`src/hw/rtl/fcpi_pkg.sv`:
```
// ----------------------------------------------------------------------------
// fcpi_pkg
// Shared types, constants and the quarter-wave sine table of the FOC
// current controller.
// ----------------------------------------------------------------------------
package fcpi_pkg;

	localparam int SINE_TABLE_BITS = 10;
	localparam int QLEN            = 1 << (SINE_TABLE_BITS - 2);
	localparam int QI_W            = SINE_TABLE_BITS - 1;

	localparam int DIV_NW = 46;
	localparam int DIV_DW = 31;
	localparam int DIV_CW = 6;
	localparam int SQ_W   = 62;

	localparam logic [1:0] CFG_KP  = 2'd0;
	localparam logic [1:0] CFG_KI  = 2'd1;
	localparam logic [1:0] CFG_LIM = 2'd2;

	localparam logic [14:0] LIM_RESET = 15'd25540;

	typedef logic [14:0] sine_qtr_t [QLEN + 1];

	typedef enum logic [5:0] {
		OP_NONE, OP_LOAD, OP_SIN, OP_COS, OP_IB, OP_ID1, OP_ID2, OP_IQ1, OP_IQ2,
		OP_PD, OP_PQ, OP_VQ, OP_INCD, OP_INCQ,
		OP_DVD_GO, OP_DVD_PUT, OP_DVQ_GO, OP_DVQ_PUT,
		OP_ABS, OP_NORM, OP_SQ1, OP_SQ2, OP_SQ3, OP_CMP,
		OP_SQRT_GO, OP_SCD, OP_LD_GO, OP_LD_PUT, OP_SCQ, OP_LQ_GO, OP_LQ_PUT,
		OP_INTEG, OP_A1, OP_A2, OP_A3, OP_B1, OP_B2, OP_OUT
	} op_t;

	typedef enum logic [5:0] {
		ST_IDLE, ST_SIN, ST_COS, ST_IB, ST_ID1, ST_ID2, ST_IQ1, ST_IQ2,
		ST_PD, ST_PQ, ST_VQ, ST_INCD, ST_INCQ,
		ST_DVD_GO, ST_DVD_W, ST_DVD_PUT, ST_DVQ_GO, ST_DVQ_W, ST_DVQ_PUT,
		ST_ABS, ST_NORM, ST_SQ1, ST_SQ2, ST_SQ3, ST_CMP, ST_CHK,
		ST_SQRT_GO, ST_SQRT_W, ST_SCD, ST_LD_GO, ST_LD_W, ST_LD_PUT,
		ST_SCQ, ST_LQ_GO, ST_LQ_W, ST_LQ_PUT,
		ST_INTEG, ST_A1, ST_A2, ST_A3, ST_B1, ST_B2, ST_FIN
	} state_t;

	typedef struct packed {
		op_t  op;
		logic in_ready;
	} cmd_t;

	typedef struct packed {
		logic in_valid;
		logic out_free;
		logic div_done;
		logic sqrt_done;
		logic norm_done;
		logic limited;
	} stat_t;

	typedef struct packed {
		logic signed [15:0] alpha;
		logic signed [15:0] beta;
		logic signed [15:0] id;
		logic signed [15:0] iq;
		logic               limited;
	} result_t;

	function automatic sine_qtr_t build_sine_qtr();
		sine_qtr_t t;
		longint x, x2, p, y;
		for (int r = 0; r <= QLEN; r++) begin
			x  = longint'(r) <<< (32 - SINE_TABLE_BITS);
			x2 = (x * x) >>> 30;
			p  = 64'sd80710782;
			p  = -64'sd693598671 + ((p * x2) >>> 30);
			p  = 64'sd1686629713 + ((p * x2) >>> 30);
			y  = (p * x) >>> 30;
			y  = (y + 64'sd16384) >>> 15;
			if (y > 64'sd32767) y = 64'sd32767;
			if (y < 64'sd0) y = 64'sd0;
			t[r] = y[14:0];
		end
		return t;
	endfunction

	localparam sine_qtr_t SINE_QTR = build_sine_qtr();

endpackage

```
`src/hw/rtl/fcpi_ctrl.sv`:
```
// ----------------------------------------------------------------------------
// fcpi_ctrl
// Sequencer of the current loop: walks each request through the datapath.
// ----------------------------------------------------------------------------
module fcpi_ctrl (
	input  logic            clk,
	input  logic            arst_n,
	input  fcpi_pkg::stat_t st,
	output fcpi_pkg::cmd_t  cmd
);
	import fcpi_pkg::*;

	state_t state_q, state_d;

	always_ff @(posedge clk or negedge arst_n) begin
		if (!arst_n) state_q <= ST_IDLE;
		else         state_q <= state_d;
	end

	always_comb begin
		state_d      = state_q;
		cmd.op       = OP_NONE;
		cmd.in_ready = 1'b0;
		case (state_q)
			ST_IDLE: begin
				cmd.in_ready = 1'b1;
				if (st.in_valid) begin
					cmd.op  = OP_LOAD;
					state_d = ST_SIN;
				end
			end
			ST_SIN:  begin cmd.op = OP_SIN;  state_d = ST_COS;  end
			ST_COS:  begin cmd.op = OP_COS;  state_d = ST_IB;   end
			ST_IB:   begin cmd.op = OP_IB;   state_d = ST_ID1;  end
			ST_ID1:  begin cmd.op = OP_ID1;  state_d = ST_ID2;  end
			ST_ID2:  begin cmd.op = OP_ID2;  state_d = ST_IQ1;  end
			ST_IQ1:  begin cmd.op = OP_IQ1;  state_d = ST_IQ2;  end
			ST_IQ2:  begin cmd.op = OP_IQ2;  state_d = ST_PD;   end
			ST_PD:   begin cmd.op = OP_PD;   state_d = ST_PQ;   end
			ST_PQ:   begin cmd.op = OP_PQ;   state_d = ST_VQ;   end
			ST_VQ:   begin cmd.op = OP_VQ;   state_d = ST_INCD; end
			ST_INCD: begin cmd.op = OP_INCD; state_d = ST_INCQ; end
			ST_INCQ: begin cmd.op = OP_INCQ; state_d = ST_DVD_GO; end
			ST_DVD_GO: begin cmd.op = OP_DVD_GO; state_d = ST_DVD_W; end
			ST_DVD_W: begin
				if (st.div_done) state_d = ST_DVD_PUT;
			end
			ST_DVD_PUT: begin cmd.op = OP_DVD_PUT; state_d = ST_DVQ_GO; end
			ST_DVQ_GO:  begin cmd.op = OP_DVQ_GO;  state_d = ST_DVQ_W;  end
			ST_DVQ_W: begin
				if (st.div_done) state_d = ST_DVQ_PUT;
			end
			ST_DVQ_PUT: begin cmd.op = OP_DVQ_PUT; state_d = ST_ABS; end
			ST_ABS:  begin cmd.op = OP_ABS; state_d = ST_NORM; end
			ST_NORM: begin
				cmd.op = OP_NORM;
				if (st.norm_done) state_d = ST_SQ1;
			end
			ST_SQ1: begin cmd.op = OP_SQ1; state_d = ST_SQ2; end
			ST_SQ2: begin cmd.op = OP_SQ2; state_d = ST_SQ3; end
			ST_SQ3: begin cmd.op = OP_SQ3; state_d = ST_CMP; end
			ST_CMP: begin cmd.op = OP_CMP; state_d = ST_CHK; end
			ST_CHK: begin
				state_d = st.limited ? ST_SQRT_GO : ST_INTEG;
			end
			ST_SQRT_GO: begin cmd.op = OP_SQRT_GO; state_d = ST_SQRT_W; end
			ST_SQRT_W: begin
				if (st.sqrt_done) state_d = ST_SCD;
			end
			ST_SCD:   begin cmd.op = OP_SCD;   state_d = ST_LD_GO; end
			ST_LD_GO: begin cmd.op = OP_LD_GO; state_d = ST_LD_W;  end
			ST_LD_W: begin
				if (st.div_done) state_d = ST_LD_PUT;
			end
			ST_LD_PUT: begin cmd.op = OP_LD_PUT; state_d = ST_SCQ;   end
			ST_SCQ:    begin cmd.op = OP_SCQ;    state_d = ST_LQ_GO; end
			ST_LQ_GO:  begin cmd.op = OP_LQ_GO;  state_d = ST_LQ_W;  end
			ST_LQ_W: begin
				if (st.div_done) state_d = ST_LQ_PUT;
			end
			ST_LQ_PUT: begin cmd.op = OP_LQ_PUT; state_d = ST_A1; end
			ST_INTEG:  begin cmd.op = OP_INTEG;  state_d = ST_A1; end
			ST_A1: begin cmd.op = OP_A1; state_d = ST_A2; end
			ST_A2: begin cmd.op = OP_A2; state_d = ST_A3; end
			ST_A3: begin cmd.op = OP_A3; state_d = ST_B1; end
			ST_B1: begin cmd.op = OP_B1; state_d = ST_B2; end
			ST_B2: begin cmd.op = OP_B2; state_d = ST_FIN; end
			ST_FIN: begin
				if (st.out_free) begin
					cmd.op  = OP_OUT;
					state_d = ST_IDLE;
				end
			end
			default: state_d = ST_IDLE;
		endcase
	end

endmodule

```
`config.mk`:
```
export PLATFORM = sky130hd
export DESIGN_NAME = fcpi_ctrl
export DESIGN_NICKNAME = d
export VERILOG_FILES = /design/src/hw/rtl/fcpi_pkg.sv /design/src/hw/rtl/fcpi_ctrl.sv
export SDC_FILE = /design/constraint.sdc
export NUM_CORES = 1
export LEC_CHECK = 0
export BUFFER_PORTS_ARGS = -buffer_cell sky130_fd_sc_hd__buf_4
export CAP_MARGIN = 20
export CORE_UTILIZATION = 30
export DETAILED_ROUTE_END_ITERATION = 8
export MAX_ROUTING_LAYER = met4
export PLACE_DENSITY_LB_ADDON = 0.12
export SYNTH_ARGS = -nofsm -noshare
export SYNTH_HDL_FRONTEND = slang
export SYNTH_SLANG_ARGS = --single-unit
```
`constraint.sdc`:
```
create_clock -name clk -period 2.7 [get_ports clk]
set_input_delay 0.81 -clock clk [delete_from_list [all_inputs] [get_ports clk]]
set_output_delay 0.81 -clock clk [all_outputs]
set_load 0.1 [all_outputs]
```
==> results.toml <==
[run_status]
status = "finished clean"

[setup_path]
required_ns = 1.89
crit_path_end_kind = "output pin"
cp_max_fo = 3
cp_slowest_stage_delay_ns = 0.23
cp.arrival_ns = 1.81
criticalPathCategory = "in -> out"
cp_top_family = "compound AO/OA/AOI/OAI gates"
worst_setup_path_start_kind = "input port"
crit_start = "st[4]"
timing.rr.start = "state_q[4]"
crit_top_cell = "buf_4"
critPathBufInv = 2
cp_slowest_cell = "buf_4"
crit_chain = "buf_4 > nand2b_1 > nor3_1 > a31oi_1 > o22ai_1 > a31o_2 > buf_4"

[yosys]
synth_top_family_by_area = "compound AO/OA/AOI/OAI gates"
syn_nets = 152
synthArstFlopShare = 1.000
synthAdderAreaFrac = 0
postSynthCellCount = 144
synthSimpleGateAreaFrac = 0.2744
synth_largest_area_cell = "dfrtp_1"
synth_compound_area_frac = 0.4260
syn_area_mm2 = 0.001040
yosysWarnings = 0
synth_edf_count = 0
synth.distinct_cells = 53
synthMuxAreaShare = 0.06258
ys_ff_latch = 6
synth.avg_cell_area_um2 = 7.220
synth_top_flop_cell = "dfrtp_1"
synth_xor_area_frac = 0
netlist.area_leader.share = 0.1444
netlist_top_cells_area = "dfrtp_1 14%, o21ai_0 6.7%, nand2_1 6.5%"
ys_seq_area_frac = 0.1444

[route]
drt_first_pass_iters = 4
post_drt_wl_per_cell_um = 15.66
drt_iter0_markers = 89
routed_via_density = 5.662
vias = 1206
route.detailed.drc = 0
wirelength_um = 3335
ant_nets = 0

[cts]
clk-insertion-delay-late_ns = 0.24
htree_levels = 1
clk_pin_slew_ns = 0.04
clockBufferDepth = 2
cts_tree = "done"
clkSinkCount = 6
cts_made_buffers = 3
hold_buffers = 0
root_buffer = "clkbuf_4"

[place]
dp_cells = 209
dpl_cell_area_mm2 = 0.001324
port_buffers = 14
gp_congestion = 0.8459
dpl.hpwl_um = 2564

[global_routing]
grt_pass1_wl_um = 5520
grt-ovfl-total = 0
grt_pass1_vias = 1115
antenna_found_initial = 0
grt_usage = 0.2038
grt_max_degree = 21

[die]
start_util = 0.3116
placement_rows = 21
die_area_mm2 = 0.003705
die_h_um = 60.87
pin_count = 15
die_x_um = 60.87
core_area_mm2 = 0.003337

[final_layout]
reg_top3 = "state_q (6)"
largest-register = "state_q"
mostFrequentLayoutCell = "buf_4"
layout.nets = 177
area_growth_pct = 32.85
final_cell_mix = "31 x buf_4, 18 x nand2_1, 12 x o21ai_0, 12 x a21oi_1, 9 x nor2_1"
drive_gt1_frac = 0.3533
largest_register_ffs = 6
stdcell_area_mm2 = 0.001381
antenna_cells = 0
fin_cells = 213

[hold_path]
min_path_type = "in -> async"

[sta]
worst_pin_slew_ns = 0.4795
rsz0062_at_grt = "false"
min_period_over_period = 0.9692
period_minus_slack_ns = 2.617
report.final.slew_viol_count = 0
max_freq_ghz = 0.3822
hold_viol_final = 0
finClkSkew_ns = 0.002159
max_slew_margin = 0.6774
fin_hold_ws_ns = 0.3692
setup_viol = 0

[flow_run]
maxCapViolations = 0
[kinds of logic after synthesis]
family	Yosys count
buffers and inverters	21
AO/OA/AOI/OAI	58
flip-flops	6
AND/OR/NAND/NOR	53
multiplexers	6
[cell type report]
type | instances | area, µm²
timing repair buffer | 36 | 306.5
sequential | 6 | 153.9
fill | 363 | 1956
inverter | 5 | 18.77
multi-input combinational | 117 | 822.0
tap | 46 | 57.56
clock buffer | 3 | 22.52
[what timing repair did]
action | in CTS | in global routing
gates cloned | 0 | 0
hold endpoints to repair | 0 | 0
endpoints found under the setup margin | 5 | 4
gates resized for setup | 2 | 7
setup buffers | 0 | 1
[final timing paths]
path                       cells past startpoint  slack (ns)          to
max in group asynchronous                      1        2.20  state_q[2]
setup / recovery                               7        0.08      cmd[1]
min in group clk                               2        0.67  state_q[4]
hold / removal                                 1        0.37  state_q[5]
setup reg to reg                               7        0.46  state_q[2]
hold reg to reg                                2        0.67  state_q[4]
[routing by layer]
layer | global-route usage | wire, µm | up-vias | part of all wire
li1 | - | - | 595 | -
met1 | 0.2674 | 1542 | 568 | 0.46
met2 | 0.3344 | 1611 | 43 | 0.48
met3 | 0.03838 | 181 | 0 | 0.054
met4 | 0.02273 | 0 | 0 | 0
met5 | - | 0 | - | 0
[synth_stat cells, types with 3 or more instances]
cell / count
nand2_1: 18
o21ai_0: 14
a21oi_1: 12
clkbuf_1: 10
nor2_1: 10
dfrtp_1: 6
a31oi_1: 4
nand2b_1: 4
nor3_1: 4
o22ai_1: 4
inv_1: 3
mux2_1: 3
nor2b_1: 3
[through the flow]
step                      setup TNS (ns)    util  setup slack, ns
after floorplan                 -0.07017       -         -0.07017
after global placement                 0  0.3967          0.09546
after detailed placement               0  0.3967          0.06770
after CTS                              0  0.4042          0.03645
after global routing                   0  0.4139         0.005774
final                                  0  0.4139          0.08329
Power is not shown: default switching activity piles up to over one toggle a cycle in this logic, so the estimate is an artifact.
